## config.mk

```make
export PLATFORM = sky130hd
export DESIGN_NAME = random_led_digit_pattern_engine_flat
export DESIGN_NICKNAME = d
export VERILOG_FILES = /design/src/rldp_pkg.sv /design/src/rldp_in_if.sv /design/src/rldp_out_if.sv /design/src/rldp_draw.sv /design/src/random_led_digit_pattern_engine.sv /design/src/flat_wrapper.sv
export VERILOG_INCLUDE_DIRS = /design/src /design/src/src
export SDC_FILE = /design/constraint.sdc
export NUM_CORES = 1
export LEC_CHECK = 0
export BUFFER_PORTS_ARGS = -buffer_cell sky130_fd_sc_hd__buf_2
export CORE_UTILIZATION = 60
export CTS_BUF_LIST = sky130_fd_sc_hd__clkbuf_16
export CTS_CLUSTER_SIZE = 12
export DETAILED_ROUTE_END_ITERATION = 16
export MAX_ROUTING_LAYER = met4
export PLACE_DENSITY_LB_ADDON = 0.25
export SYNTH_ARGS = -nofsm -noshare
export SYNTH_HDL_FRONTEND = slang
export SYNTH_SLANG_ARGS = --single-unit
```

## constraint.sdc

```tcl
create_clock -name clk_i -period 8.7 [get_ports clk_i]
set_input_delay 0.435 -clock clk_i [delete_from_list [all_inputs] [get_ports clk_i]]
set_output_delay 0.435 -clock clk_i [all_outputs]
set_load 0.05 [all_outputs]
```

## src/random_led_digit_pattern_engine_defines.svh

```systemverilog
// Assertion macros for the LED digit pattern engine.
// Each macro expects clk_i and rst_ni in scope.
`ifndef RANDOM_LED_DIGIT_PATTERN_ENGINE_DEFINES_SVH
`define RANDOM_LED_DIGIT_PATTERN_ENGINE_DEFINES_SVH
`ifndef SYNTH
`define RLDP_ASSERT_IMPL(name, ante, cons) \
  name: assert property (@(posedge clk_i) disable iff (!rst_ni) (ante) |-> (cons)) \
    else $error("rldp: implication check failed");
`define RLDP_ASSERT_NEVER(name, expr) \
  name: assert property (@(posedge clk_i) disable iff (!rst_ni) !(expr)) \
    else $error("rldp: forbidden condition seen");
`else
`define RLDP_ASSERT_IMPL(name, ante, cons)
`define RLDP_ASSERT_NEVER(name, expr)
`endif
`endif

```

## src/rldp_pkg.sv

```systemverilog
package rldp_pkg;

  localparam int unsigned CELLS = 27;
  localparam logic [63:0] RLDP_TAPS = 64'h0000_0000_8020_0003;

  typedef enum logic [1:0] {
    CMD_SET   = 2'd0,
    CMD_ALIGN = 2'd1,
    CMD_SWAP  = 2'd2,
    CMD_NONE  = 2'd3
  } cmd_e;

  typedef enum logic [1:0] {
    ST_OFF   = 2'd0,
    ST_ON    = 2'd1,
    ST_START = 2'd2,
    ST_STOP  = 2'd3
  } cell_e;

  typedef enum logic [1:0] {
    SW_OK    = 2'd0,
    SW_ALIKE = 2'd1,
    SW_NOOFF = 2'd2,
    SW_NONE  = 2'd3
  } swap_res_e;

  typedef enum logic [2:0] {
    PR_WANT0,
    PR_WANT1,
    PR_MIS,
    PR_ON,
    PR_OFF
  } pred_e;

  typedef enum logic [2:0] {
    AC_SETW1,
    AC_SETW0,
    AC_ALIGN,
    AC_SWON,
    AC_SWOFF
  } act_e;

  typedef enum logic [3:0] {
    S_IDLE,
    S_SEL,
    S_SELW,
    S_GROUP,
    S_SCAN,
    S_CHK,
    S_DRAW,
    S_WAIT,
    S_RDK,
    S_RDL,
    S_NEXT,
    S_DONE
  } state_e;

  typedef struct packed {
    logic       start;
    logic [3:0] n;
  } draw_req_t;

  typedef struct packed {
    logic       done;
    logic [3:0] value;
  } draw_rsp_t;

  function automatic logic [4:0] grp_base(input logic [1:0] g);
    logic [4:0] b;
    case (g)
      2'd0:    b = 5'd0;
      2'd1:    b = 5'd3;
      2'd2:    b = 5'd12;
      default: b = 5'd18;
    endcase
    return b;
  endfunction

  function automatic logic [3:0] grp_size(input logic [1:0] g);
    logic [3:0] s;
    case (g)
      2'd0:    s = 4'd3;
      2'd1:    s = 4'd9;
      2'd2:    s = 4'd6;
      default: s = 4'd9;
    endcase
    return s;
  endfunction

  function automatic logic [CELLS-1:0] grp_mask(input logic [1:0] g);
    logic [CELLS-1:0] m;
    case (g)
      2'd0:    m = 27'h000_0007;
      2'd1:    m = 27'h000_0FF8;
      2'd2:    m = 27'h003_F000;
      default: m = 27'h7FC_0000;
    endcase
    return m;
  endfunction

endpackage

```

## src/rldp_in_if.sv

```systemverilog
interface rldp_in_if;
  logic       valid;
  logic       ready;
  logic [1:0] command;
  logic [4:0] hour;
  logic [5:0] minute;

  modport source (output valid, command, hour, minute, input ready);
  modport sink (input valid, command, hour, minute, output ready);
endinterface

```

## src/rldp_out_if.sv

```systemverilog
interface rldp_out_if;
  logic        valid;
  logic        ready;
  logic [53:0] source_cells;
  logic [26:0] wanted_cells;
  logic [1:0]  swap_result;

  modport source (output valid, source_cells, wanted_cells, swap_result, input ready);
  modport sink (input valid, source_cells, wanted_cells, swap_result, output ready);
endinterface

```

## src/rldp_draw.sv

```systemverilog
module rldp_draw #(
  parameter int unsigned LFSR_WIDTH = 32
) (
  input  logic               clk_i,
  input  logic               rst_ni,
  input  logic               seed_we_i,
  input  logic [31:0]        seed_i,
  input  rldp_pkg::draw_req_t req_i,
  output rldp_pkg::draw_rsp_t rsp_o
);
  import rldp_pkg::*;

  localparam int unsigned CW = $clog2(LFSR_WIDTH + 1);
  localparam logic [LFSR_WIDTH-1:0] TAPS = LFSR_WIDTH'(RLDP_TAPS);

  logic [LFSR_WIDTH-1:0] lfsr_q, sh_q, step, seed_v;
  logic [3:0]            n_q, rem_q, rem_d;
  logic [CW-1:0]         cnt_q;
  logic                  busy_q;
  logic [4:0]            trial;

  always_comb begin
    step = (lfsr_q >> 1) ^ (lfsr_q[0] ? TAPS : '0);
    if (step == '0) begin
      step = LFSR_WIDTH'(1);
    end
    seed_v = LFSR_WIDTH'({32'd0, seed_i});
    if (seed_v == '0) begin
      seed_v = LFSR_WIDTH'(1);
    end
  end

  // One remainder bit per cycle, MSB first; rem < n <= 9 keeps one subtract enough.
  assign trial = {rem_q, sh_q[LFSR_WIDTH-1]};
  assign rem_d = (trial >= {1'b0, n_q}) ? 4'(trial - {1'b0, n_q}) : trial[3:0];

  assign rsp_o.done  = busy_q && (cnt_q == '0);
  assign rsp_o.value = rem_q;

  always_ff @(posedge clk_i or negedge rst_ni) begin
    if (!rst_ni) begin
      lfsr_q <= LFSR_WIDTH'(1);
      busy_q <= 1'b0;
      cnt_q  <= '0;
    end else if (seed_we_i) begin
      lfsr_q <= seed_v;
    end else if (req_i.start) begin
      lfsr_q <= step;
      busy_q <= 1'b1;
      cnt_q  <= CW'(LFSR_WIDTH);
    end else if (busy_q) begin
      if (cnt_q == '0) begin
        busy_q <= 1'b0;
      end else begin
        cnt_q <= cnt_q - CW'(1);
      end
    end
  end

  always_ff @(posedge clk_i) begin
    if (req_i.start) begin
      sh_q  <= step;
      n_q   <= req_i.n;
      rem_q <= '0;
    end else if (busy_q && cnt_q != '0) begin
      sh_q  <= sh_q << 1;
      rem_q <= rem_d;
    end
  end

endmodule

```

## src/random_led_digit_pattern_engine.sv

```systemverilog
// LED digit pattern engine for a 27-cell clock face (groups of 3, 9, 6, 9 cells).
// Requests arrive on req_i (valid/ready); each carries command, hour, minute.
// Every request gives exactly one result on rsp_o (valid/ready): all cell
// states, the wanted pattern and the swap outcome.
// req_i.ready is high only while the sequencer is idle; one request is worked
// at a time. A random draw runs in the shared draw unit, one remainder bit per
// cycle. A group walk scans its cells in turn to list its candidates, then
// draws once for each cell changed. Align: one draw per group with a mismatched
// cell; swap: one draw to pick the group (a draw of 4 or 5 ends the request),
// then two walks with one draw each; set: up to 8 picks per group. The draw
// unit's serial remainder sets the rate.
// A finished result sits in the output register, so the next request is taken
// while it waits; a further result waits in the done state while the
// receiver stalls.
// Reset: all cells off, wanted pattern zero, generator loaded with seed 1.
// cfg_we_i loads cfg_wdata_i as seed at once (zero within the width loads 1).
`include "random_led_digit_pattern_engine_defines.svh"

module random_led_digit_pattern_engine #(
  parameter int unsigned LFSR_WIDTH = 32
) (
  input  logic        clk_i,
  input  logic        rst_ni,
  input  logic        cfg_we_i,
  input  logic [31:0] cfg_wdata_i,
  rldp_in_if.sink     req_i,
  rldp_out_if.source  rsp_o
);
  import rldp_pkg::*;

  state_e            state_q, state_d;
  cmd_e              cmd_q;
  logic [3:0][3:0]   dig_q;
  logic [1:0]        grp_q;
  logic              pass_q;
  pred_e             pred_q, plan_pred;
  act_e              act_q, plan_act;
  logic [3:0]        picks_q, plan_picks;
  logic [3:0]        idx_q, list_n_q, k_q;
  swap_res_e         res_q, plan_res;
  logic              plan_scan, plan_done, plan_fill;

  logic [CELLS-1:0][1:0] st_q;
  logic [CELLS-1:0]      want_q;

  logic [53:0]       out_src_q;
  logic [26:0]       out_want_q;
  swap_res_e         out_res_q;
  logic              out_valid_q;

  logic [3:0]        list_mem [9];
  logic [3:0]        rd_q, rd_addr;
  logic              mem_we;
  logic [3:0]        mem_waddr, mem_wdata;

  draw_req_t         draw_req;
  draw_rsp_t         draw_rsp;

  logic [4:0]        base, sc, cell_idx;
  logic [3:0]        size, dig, cnt_want, cnt_on, cnt_off;
  logic [CELLS-1:0]  gmask;
  logic              hit, accept, out_free;
  logic [7:0]        hsplit, msplit;

  // Split a value below 64 into tens and units.
  function automatic logic [7:0] split10(input logic [5:0] v);
    logic [3:0] t;
    logic [5:0] u;
    t = 4'd0;
    for (int i = 1; i <= 6; i++) begin
      if (v >= 6'(i * 10)) begin
        t = 4'(i);
      end
    end
    u = v - 6'(t) * 6'd10;
    return {t, u[3:0]};
  endfunction

  function automatic logic [3:0] count_set(input logic [CELLS-1:0] m);
    logic [3:0] c;
    c = 4'd0;
    for (int i = 0; i < CELLS; i++) begin
      c = c + 4'(m[i]);
    end
    return c;
  endfunction

  rldp_draw #(.LFSR_WIDTH(LFSR_WIDTH)) u_draw (
    .clk_i     (clk_i),
    .rst_ni    (rst_ni),
    .seed_we_i (cfg_we_i),
    .seed_i    (cfg_wdata_i),
    .req_i     (draw_req),
    .rsp_o     (draw_rsp)
  );

  always_comb begin
    logic [CELLS-1:0] on_m, off_m;
    base  = grp_base(grp_q);
    size  = grp_size(grp_q);
    gmask = grp_mask(grp_q);
    dig   = dig_q[grp_q];
    for (int i = 0; i < CELLS; i++) begin
      on_m[i]  = (st_q[i] == ST_ON);
      off_m[i] = (st_q[i] == ST_OFF);
    end
    cnt_want = count_set(want_q & gmask);
    cnt_on   = count_set(on_m & gmask);
    cnt_off  = count_set(off_m & gmask);
    sc       = base + 5'(idx_q);
    cell_idx = base + 5'(rd_q);
    hsplit   = split10({1'b0, req_i.hour});
    msplit   = split10(req_i.minute);
  end

  // Candidate test for the cell under the scan pointer.
  always_comb begin
    case (pred_q)
      PR_WANT0: hit = !want_q[sc];
      PR_WANT1: hit = want_q[sc];
      PR_MIS:   hit = want_q[sc] ? !(st_q[sc] == ST_ON || st_q[sc] == ST_START)
                                 : !(st_q[sc] == ST_OFF || st_q[sc] == ST_STOP);
      PR_ON:    hit = (st_q[sc] == ST_ON);
      PR_OFF:   hit = (st_q[sc] == ST_OFF);
      default:  hit = 1'b0;
    endcase
  end

  // Decide what the current group needs.
  always_comb begin
    plan_scan  = 1'b0;
    plan_done  = 1'b0;
    plan_fill  = 1'b0;
    plan_pred  = PR_WANT0;
    plan_act   = AC_SETW1;
    plan_picks = 4'd1;
    plan_res   = SW_NONE;
    case (cmd_q)
      CMD_SET: begin
        if (dig == 4'd0 || dig >= size) begin
          plan_fill = 1'b1;
        end else if (cnt_want < dig) begin
          plan_scan  = 1'b1;
          plan_picks = dig - cnt_want;
        end else if (cnt_want > dig) begin
          plan_scan  = 1'b1;
          plan_pred  = PR_WANT1;
          plan_act   = AC_SETW0;
          plan_picks = cnt_want - dig;
        end
      end
      CMD_ALIGN: begin
        plan_scan = 1'b1;
        plan_pred = PR_MIS;
        plan_act  = AC_ALIGN;
      end
      CMD_SWAP: begin
        if (pass_q) begin
          plan_scan = 1'b1;
          plan_pred = PR_OFF;
          plan_act  = AC_SWOFF;
        end else if (cnt_on == 4'd0 || cnt_on == size) begin
          plan_done = 1'b1;
          plan_res  = SW_ALIKE;
        end else if (cnt_off == 4'd0) begin
          plan_done = 1'b1;
          plan_res  = SW_NOOFF;
        end else begin
          plan_scan = 1'b1;
          plan_pred = PR_ON;
          plan_act  = AC_SWON;
        end
      end
      default: plan_done = 1'b1;
    endcase
  end

  assign accept   = req_i.valid && req_i.ready;
  assign out_free = !out_valid_q || rsp_o.ready;

  // Next state.
  always_comb begin
    state_d = state_q;
    case (state_q)
      S_IDLE: begin
        if (req_i.valid) begin
          case (cmd_e'(req_i.command))
            CMD_SET, CMD_ALIGN: state_d = S_GROUP;
            CMD_SWAP:           state_d = S_SEL;
            default:            state_d = S_DONE;
          endcase
        end
      end
      S_SEL:   state_d = S_SELW;
      S_SELW: begin
        if (draw_rsp.done) begin
          state_d = (draw_rsp.value < 4'd4) ? S_GROUP : S_DONE;
        end
      end
      S_GROUP: begin
        if (plan_scan) begin
          state_d = S_SCAN;
        end else if (plan_done) begin
          state_d = S_DONE;
        end else begin
          state_d = S_NEXT;
        end
      end
      S_SCAN: begin
        if (idx_q == size - 4'd1) begin
          state_d = S_CHK;
        end
      end
      S_CHK:   state_d = (list_n_q == 4'd0) ? S_NEXT : S_DRAW;
      S_DRAW:  state_d = S_WAIT;
      S_WAIT: begin
        if (draw_rsp.done) begin
          state_d = S_RDK;
        end
      end
      S_RDK:   state_d = S_RDL;
      S_RDL:   state_d = (picks_q == 4'd1) ? S_NEXT : S_DRAW;
      S_NEXT: begin
        if (cmd_q == CMD_SWAP) begin
          state_d = pass_q ? S_DONE : S_GROUP;
        end else begin
          state_d = (grp_q == 2'd3) ? S_DONE : S_GROUP;
        end
      end
      S_DONE: begin
        if (out_free) begin
          state_d = S_IDLE;
        end
      end
      default: state_d = S_IDLE;
    endcase
  end

  // Control outputs.
  always_comb begin
    req_i.ready    = (state_q == S_IDLE);
    draw_req.start = 1'b0;
    draw_req.n     = list_n_q;
    mem_we         = 1'b0;
    mem_waddr      = list_n_q;
    mem_wdata      = idx_q;
    rd_addr        = k_q;
    case (state_q)
      S_SEL: begin
        draw_req.start = 1'b1;
        draw_req.n     = 4'd6;
      end
      S_DRAW: draw_req.start = 1'b1;
      S_SCAN: mem_we = hit;
      S_WAIT: rd_addr = draw_rsp.value;
      S_RDK:  rd_addr = list_n_q - 4'd1;
      S_RDL: begin
        mem_we    = 1'b1;
        mem_waddr = k_q;
        mem_wdata = rd_q;
      end
      default: ;
    endcase
  end

  always_ff @(posedge clk_i) begin
    if (mem_we) begin
      list_mem[mem_waddr] <= mem_wdata;
    end
    rd_q <= (rd_addr < 4'd9) ? list_mem[rd_addr] : 4'd0;
  end

  always_ff @(posedge clk_i or negedge rst_ni) begin
    if (!rst_ni) begin
      state_q     <= S_IDLE;
      st_q        <= '0;
      want_q      <= '0;
      out_valid_q <= 1'b0;
    end else begin
      state_q <= state_d;
      // Load a finished result, else drop valid once the receiver takes it.
      if (state_q == S_DONE && out_free) begin
        out_valid_q <= 1'b1;
      end else if (rsp_o.ready) begin
        out_valid_q <= 1'b0;
      end
      case (state_q)
        S_GROUP: begin
          if (plan_fill) begin
            for (int i = 0; i < CELLS; i++) begin
              if (gmask[i]) begin
                want_q[i] <= (dig != 4'd0);
              end
            end
          end
        end
        S_RDK: begin
          case (act_q)
            AC_SETW1: want_q[cell_idx] <= 1'b1;
            AC_SETW0: want_q[cell_idx] <= 1'b0;
            AC_ALIGN: st_q[cell_idx] <= want_q[cell_idx] ? ST_START : ST_STOP;
            AC_SWON: begin
              st_q[cell_idx]   <= ST_STOP;
              want_q[cell_idx] <= 1'b0;
            end
            AC_SWOFF: begin
              st_q[cell_idx]   <= ST_START;
              want_q[cell_idx] <= 1'b1;
            end
            default: ;
          endcase
        end
        default: ;
      endcase
    end
  end

  // Working registers of the sequencer.
  always_ff @(posedge clk_i) begin
    case (state_q)
      S_IDLE: begin
        if (accept) begin
          cmd_q  <= cmd_e'(req_i.command);
          dig_q  <= {msplit[3:0], msplit[7:4], hsplit[3:0], hsplit[7:4]};
          grp_q  <= 2'd0;
          pass_q <= 1'b0;
          res_q  <= SW_NONE;
        end
      end
      S_SELW: begin
        if (draw_rsp.done) begin
          grp_q <= draw_rsp.value[1:0];
        end
      end
      S_GROUP: begin
        pred_q   <= plan_pred;
        act_q    <= plan_act;
        picks_q  <= plan_picks;
        idx_q    <= 4'd0;
        list_n_q <= 4'd0;
        if (plan_done) begin
          res_q <= plan_res;
        end
      end
      S_SCAN: begin
        idx_q <= idx_q + 4'd1;
        if (hit) begin
          list_n_q <= list_n_q + 4'd1;
        end
      end
      S_WAIT: begin
        if (draw_rsp.done) begin
          k_q <= draw_rsp.value;
        end
      end
      S_RDL: begin
        list_n_q <= list_n_q - 4'd1;
        picks_q  <= picks_q - 4'd1;
      end
      S_NEXT: begin
        if (cmd_q == CMD_SWAP) begin
          pass_q <= 1'b1;
          if (pass_q) begin
            res_q <= SW_OK;
          end
        end else begin
          grp_q <= grp_q + 2'd1;
        end
      end
      S_DONE: begin
        if (out_free) begin
          out_src_q  <= st_q;
          out_want_q <= want_q;
          out_res_q  <= res_q;
        end
      end
      default: ;
    endcase
  end

  assign rsp_o.valid        = out_valid_q;
  assign rsp_o.source_cells = out_src_q;
  assign rsp_o.wanted_cells = out_want_q;
  assign rsp_o.swap_result  = out_res_q;

  `RLDP_ASSERT_IMPL(a_list_bound, state_q == S_CHK, list_n_q <= 4'd9)
  `RLDP_ASSERT_IMPL(a_draw_wait, draw_rsp.done, state_q == S_WAIT || state_q == S_SELW)
  `RLDP_ASSERT_IMPL(a_cell_range, state_q == S_RDK, cell_idx < 5'd27)

endmodule
```

## src/flat_wrapper.sv

```systemverilog
// flat-port wrapper written by rule: the top's interface ports become plain ports
module random_led_digit_pattern_engine_flat import rldp_pkg::*;
#(
  parameter int unsigned LFSR_WIDTH = 32
)
  (clk_i, rst_ni, cfg_we_i, cfg_wdata_i, req_i_valid, req_i_command, req_i_hour, req_i_minute, req_i_ready, rsp_o_valid, rsp_o_source_cells, rsp_o_wanted_cells, rsp_o_swap_result, rsp_o_ready);
  rldp_in_if req_i_i ();
  rldp_out_if rsp_o_i ();
  input  logic clk_i;
  input  logic rst_ni;
  input  logic cfg_we_i;
  input  logic [31:0] cfg_wdata_i;
  input wire logic [$bits(req_i_i.valid)-1:0] req_i_valid;
  input wire logic [$bits(req_i_i.command)-1:0] req_i_command;
  input wire logic [$bits(req_i_i.hour)-1:0] req_i_hour;
  input wire logic [$bits(req_i_i.minute)-1:0] req_i_minute;
  output wire logic [$bits(req_i_i.ready)-1:0] req_i_ready;
  output wire logic [$bits(rsp_o_i.valid)-1:0] rsp_o_valid;
  output wire logic [$bits(rsp_o_i.source_cells)-1:0] rsp_o_source_cells;
  output wire logic [$bits(rsp_o_i.wanted_cells)-1:0] rsp_o_wanted_cells;
  output wire logic [$bits(rsp_o_i.swap_result)-1:0] rsp_o_swap_result;
  input wire logic [$bits(rsp_o_i.ready)-1:0] rsp_o_ready;
  assign req_i_i.valid = req_i_valid;
  assign req_i_i.command = req_i_command;
  assign req_i_i.hour = req_i_hour;
  assign req_i_i.minute = req_i_minute;
  assign req_i_ready = req_i_i.ready;
  assign rsp_o_valid = rsp_o_i.valid;
  assign rsp_o_source_cells = rsp_o_i.source_cells;
  assign rsp_o_wanted_cells = rsp_o_i.wanted_cells;
  assign rsp_o_swap_result = rsp_o_i.swap_result;
  assign rsp_o_i.ready = rsp_o_ready;
  random_led_digit_pattern_engine #(.LFSR_WIDTH(LFSR_WIDTH)) u_core (.clk_i(clk_i), .rst_ni(rst_ni), .cfg_we_i(cfg_we_i), .cfg_wdata_i(cfg_wdata_i), .req_i(req_i_i), .rsp_o(rsp_o_i));
endmodule
```

* Word-level counts from Yosys, hierarchy flattened
Memory sizes are Yosys's and may differ from the RTL's. A register that Yosys moved wholly into a read port is not among the register bits.
Cells that the tools add are included.
** Word-level totals
- Register bits :: 290
- Output and inout port bits :: 85
- Input bits :: 50
- Word-level logic and storage cells :: 558
- Memories kept :: 1
- Memory bits (writable) :: 36
** Memories
- u_core.list_mem :: depth 9, width 4, rd ports 1, clocked after Yosys merged registers in 1, write ports 1, RTL line random_led_digit_pattern_engine.sv:51 : logic [3:0] list_mem [9];
** Operators by class
- Reductions and logical operators :: 111
- Order comparisons :: 22
- Add/subtract/negate cells :: 92
- Muxes and demuxes :: 144
- Multiply operators :: 2
- Bitwise logic cells :: 12
- Eq/ne operators :: 96
** Operators by type and width (count)
- $add A4 B1 Y4 :: 75
- $mux W32 :: 7
- $pmux W54 S3 :: 1
- $and A27 B27 Y27 :: 5
- $reduce_and A4 Y1 :: 28
- $pmux W27 S2 :: 2
- $mux W4 :: 21
- $pmux W27 S3 :: 1
- $ne A2 B1 Y1 const B :: 37
- $logic_not A32 Y1 :: 2
- $eq A2 B1 Y1 const B :: 31
- $logic_not A2 Y1 :: 31
- $mux W1 :: 58
- $bwmux W54 :: 1
- $not A27 Y27 :: 2
- $or A27 B27 Y27 :: 2
- $or A54 B54 Y54 :: 1
- $pmux W4 S12 :: 1
- $pmux W4 S2 :: 5
- $mux W2 :: 17
- $xor A31 B32 Y32 :: 1
- $mux W3 :: 10
- $mux W27 :: 1
- $logic_not A4 Y1 :: 5
- other kinds (61) :: 134

* Depth between registers and ports, before layout
- Word-level depth :: 37
- Gate-level depth with buffers :: 26
- Gate-level depth less buffers :: 24

* Hierarchy
Synthesis repeated with hierarchy kept, for this count alone.
** Unflattened totals
- Cells, all modules :: 1554
- Area total of the unflattened synthesis :: 18333.8 um^2
** By module, submodules not included
- random_led_digit_pattern_engine :: cells each 1229, times used 1, area each 14498.9 um^2
- rldp_draw :: cells each 325, times used 1, area each 3834.9 um^2

* Worst setup path after synthesis
No wires, ideal clock.
- Path kind :: reg2reg
- From :: register u_core.grp_q[0]
- To :: register u_core.state_q[3]
- Arrival time :: 7.132 ns
- Cell stages (with the launch flop) :: 25
- Path slack :: 1.437 ns
- Setup time :: 0.131 ns
- Data required time :: 8.569 ns
- Clock period less this slack :: 7.263 ns
- Buffers on the path :: 1
- Cell sequence :: edfxtp_1 inv_1 ha_1 clkbuf_1 and2_1 ha_1 inv_1 fa_1 fa_1 fa_1 fa_1 fa_1 fa_1 inv_1 ha_1 fa_1 xor2_1 ha_1 nor2b_1 o21ai_0 nand2_1 nand2_1 a21oi_1 o221a_2 or3_1
** On the way
- Cells in the longest elaborated chain, start to end :: 36
** RTL lines
- start, declared :: RTL line random_led_digit_pattern_engine.sv:34 : logic [1:0] grp_q;
- start signal, assigned :: RTL line random_led_digit_pattern_engine.sv:332 : grp_q <= draw_rsp.value[1:0];
- start signal, assigned :: RTL line random_led_digit_pattern_engine.sv:367 : grp_q <= grp_q + 2'd1;
- $eq A2 B2 Y1, or another cell as far along :: RTL line rldp_pkg.sv:81, rldp_pkg.sv:92
- $pmux W27 S3 :: RTL line rldp_pkg.sv:92 : case (g)
- $and A27 B27 Y27, on equally long branches :: RTL line random_led_digit_pattern_engine.sv:107, random_led_digit_pattern_engine.sv:108, random_led_digit_pattern_engine.sv:109
- $add A1 B1 Y2 :: RTL line random_led_digit_pattern_engine.sv:83 : c = c + 4'(m[i]);
- $add A4 B1 Y4 (25 in a row) :: RTL line random_led_digit_pattern_engine.sv:83
- $gt A4 B4 Y1, or another cell as far along :: RTL line random_led_digit_pattern_engine.sv:145 : end else if (cnt_want > dig) begin
- $mux W1, or another cell as far along :: RTL line random_led_digit_pattern_engine.sv:145
- $mux W1, on equally long branches :: RTL line random_led_digit_pattern_engine.sv:142, random_led_digit_pattern_engine.sv:162
- $mux W1, on equally long branches :: RTL line random_led_digit_pattern_engine.sv:140, random_led_digit_pattern_engine.sv:158
- $pmux W1 S3 :: RTL line random_led_digit_pattern_engine.sv:138 : case (cmd_q)
- $mux W4 :: RTL line random_led_digit_pattern_engine.sv:201 : if (plan_scan) begin
- $pmux W4 S12 :: RTL line random_led_digit_pattern_engine.sv:184 : case (state_q)
- end signal, assigned :: RTL line random_led_digit_pattern_engine.sv:280 : state_q <= state_d;
- end, declared :: RTL line random_led_digit_pattern_engine.sv:31 : state_e state_q, state_d;
Several ways; a longest one is shown, not always the timed one. The select of a mux whose other input is x is not followed.
A chain may end at the register's enable or synchronous reset.

* Worst setup path after layout
Same ends and word-level chain as after synthesis.

==> key figures <==
Outcome
  • Status: completed

Worst setup path
  • Bufs and invs on worst path: 3
  • Slowest CP cell: fa_1
  • Reg-to-Reg Start: u_core.grp_q[0]
  • Worst Path Max Fanout: 13
  • WP data arrival: 8350 ps
  • Most used cell, CP: fa_1
  • CP required: 9100 ps
  • Crit path cell chain: inv_1, ha_1, and2_1, ha_1, inv_1, fa_1, fa_1, fa_1, fa_1, fa_1, fa_1, inv_1, ha_1, fa_1, xor2_1, ha_1, nor2b_1, o21ai_0, nand2_1, nand2_1, a21oi_1, o221a_2, or3_1
  • Critical Path Max Stage Delay: 550 ps
  • CP Capture Type: register
  • Worst reg2reg setup slack: 750 ps
  • Top Family by Delay on Critical Path: adder cells
  • Critical path class: reg2reg
  • Worst r2r dst: u_core.state_q[3]
  • Startpoint Class: register
  • R2R cell count: 23

Cells and area
  • Fillers: 2201
  • Nets: 1908
  • Antenna Cells: 0
  • Area grow syn2layout: 11.1%
  • Fraction of layout cells with a size suffix above 1: 15.9%

Synth
  • Largest cells by area after synthesis: edfxtp_1 (31%), dfrtp_1 (17%), fa_1 (6.9%)
  • Post-synth top area share: 31.4%
  • Synth Area per Inst: 11.5 um^2
  • Top cells by count, synth: nand2_1 (236), edfxtp_1 (194), dfrtp_1 (124)
  • Post-Syn Area: 0.0185 mm^2
  • Top-count cell post-synth: nand2_1
  • Dominant cell type by area after synthesis: edfxtp_1
  • Ys async rst share: 38.2%
  • Syn Inst Count: 1619
  • Syn_nets: 1796
  • Count of flip-flops with a built-in enable after synthesis: 194
  • Dominant synthesized flop cell: edfxtp_1
  • Seq cells post-synth: 327
  • Ys Warns: 0
  • Library cells used by synthesis: 84
  • Seq/Total Area, Yosys: 49.2%

Clock network
  • Inserted Clock Buffers: 36
  • Clock buffer depth: 3
  • Clock transition at the registers of the reported paths: 60 ps
  • CTS sink count: 327
  • CTS tree: built
  • CTS H-tree lvls: 2
  • Clock root buffer: clkbuf_16
  • Clk_lat worst skew: 520 ps
  • Cts repair resizes: 0

Job
  • Max cap viols: 0

GRT
  • Initial antenna violation count: 0
  • Largest net degree at the start of global routing: 82
  • Total track usage: 28.6%
  • Total grt overflow: 0
  • Vias in the first global route: 12800
  • First-pass GRT wire length: 68100 um

Route
  • Initial DRC Count: 1141
  • Residual DRC: 0
  • DR vias: 13000
  • DRT antenna net count: 0
  • Post-DR wirelength/cell: 19.7 um
  • Drt total wl: 42300 um
  • First-pass DRT Iterations: 5
  • Drt via density: 6.06

STA
  • Setup TNS Final: 0 ps
  • Max-slew violations: 0
  • Final Critical Period: 7950 ps
  • Slew margin rel.: 17.9%
  • Worst slew pin tran: 1230 ps
  • Final Hold Violating Endpoints: 0
  • Period utilization: 91.4%
  • RSZ-0062 raised after global routing: no
  • FMAX: 0.126 GHz
  • Final setup viols: 0
  • Worst Skew: 20.7 ps
  • Hold WS: 106 ps

Floorplan
  • Site Rows: 63
  • Die Span X: 178 um
  • Starting Density: 61.7%
  • DIE AREA: 0.0316 mm^2
  • CORE AREA: 0.0300 mm^2
  • Die Ht: 178 um
  • Top Ports: 135

Worst hold path
  • Hold Path Sink: u_core.dig_q[12]
  • Hold_sp: req_i_minute[0]
  • Min-Delay Path Depth: 1
  • Hold crit path type: in2reg

Placed design
  • Gpl congestion: 0.941
  • Hpwl dp: 30300 um
  • Number of port buffers: 134
==> registers in the layout, summed over array words and instances (netlist names), 6 cells and up, named ones only <==
signal,cells
u_core.dig_q,13
u_core.list_mem,36
u_core.rsp_o.source_cells,54
u_core.rsp_o.wanted_cells,27
u_core.st_q,54
u_core.u_draw.cnt_q,6
u_core.u_draw.lfsr_q,32
u_core.u_draw.sh_q,32
==> area by class of cell <==
type | count | area (um^2) | area share [%]
inverter | 102 | 383 | 1.86
timing repair buffer | 150 | 796 | 3.86
multi-input combinational | 1114 | 8710 | 42.3
sequential | 327 | 9110 | 44.3
clock buffer | 36 | 901 | 4.37
tap | 390 | 488 | 2.37
clock inverter | 29 | 209 | 1.01
==> logic make-up (layout without fill, tap and decap cells) <==
group,count (synthesis),in the layout,synth area share [%]
AND/OR/NAND/NOR,570,570,16.2
AO/OA/AOI/OAI,246,246,8.43
multiplexers,132,132,9.27
flip-flops,327,327,49.2
XOR/XNOR,39,39,1.88
adder cells (fa/ha/maj),127,127,11.2
buffers and inverters,178,317,3.91
==> what timing repair did <==
action | in CTS | in global routing
hold buffers | 1 | 0
endpoints found under the hold margin | 10 | 0
buffers inserted | 0 | 0
==> worst max-delay path by stage <==
stage	from	end	depth (start not counted)
finish	u_core.grp_q[0]	u_core.state_q[3]	23
global route	u_core.grp_q[0]	u_core.state_q[3]	23
CTS	u_core.grp_q[0]	u_core.state_q[3]	23
detailed placement	u_core.grp_q[0]	u_core.state_q[3]	23
global placement	u_core.grp_q[0]	u_core.state_q[3]	23
floorplan	u_core.grp_q[0]	u_core.state_q[3]	24
==> placed cells by master, fill, tap and decap left out, types with 26 or more instances in the layout <==
| cell | count |
|---|---|
| a21oi_1 | 58 |
| buf_2 | 133 |
| clkbuf_16 | 36 |
| dfrtp_1 | 124 |
| edfxtp_1 | 194 |
| fa_1 | 64 |
| ha_1 | 63 |
| inv_1 | 114 |
| mux2i_1 | 70 |
| mux4_2 | 27 |
| nand2_1 | 236 |
| nand2b_1 | 41 |
| nand3_1 | 34 |
| nor2_1 | 63 |
| o21ai_0 | 68 |
| o31ai_1 | 30 |
| xnor2_1 | 26 |
==> layer usage <==
| layer | up-vias | track usage [%] | wire [um] |
|---|---|---|---|
| li1 | 6028 | - | - |
| met1 | 6339 | 38.3 | 17800 |
| met2 | 540 | 45.1 | 20100 |
| met3 | 101 | 4.24 | 2960 |
| met4 | 0 | 9.72 | 1420 |
| met5 | - | - | 0 |
==> worst register-to-register path, stage by stage (launching register included) <==
cell and delay [ps]:
edfxtp_1 540, inv_1 190, ha_1 420, and2_1 260
ha_1 270, inv_1 50, fa_1 500, fa_1 520
fa_1 520, fa_1 530, fa_1 530, fa_1 550
inv_1 40, ha_1 220, fa_1 380, xor2_1 190
ha_1 350, nor2b_1 150, o21ai_0 390, nand2_1 290
nand2_1 210, a21oi_1 100, o221a_2 270, or3_1 350
==> stage by stage <==
| step | utilization (%) | cell area, um^2 | instances | worst slack (ps) |
|---|---|---|---|---|
| 2_1_floorplan | - | 18500 | 1619 | 1440 |
| 3_5_place_dp | 64.9 | 19500 | 2082 | 812 |
| 5_1_grt | 68.6 | 20600 | 2148 | 314 |
| 3_3_place_gp | 64.9 | 19500 | 2082 | 1030 |
| 6_report | 68.6 | 20600 | 2148 | 747 |
| 4_1_cts | 68.6 | 20600 | 2148 | 789 |
Power is left out: the tool's default activity adds up to more than one toggle a clock period on the data nets, which glitch-free logic cannot reach.
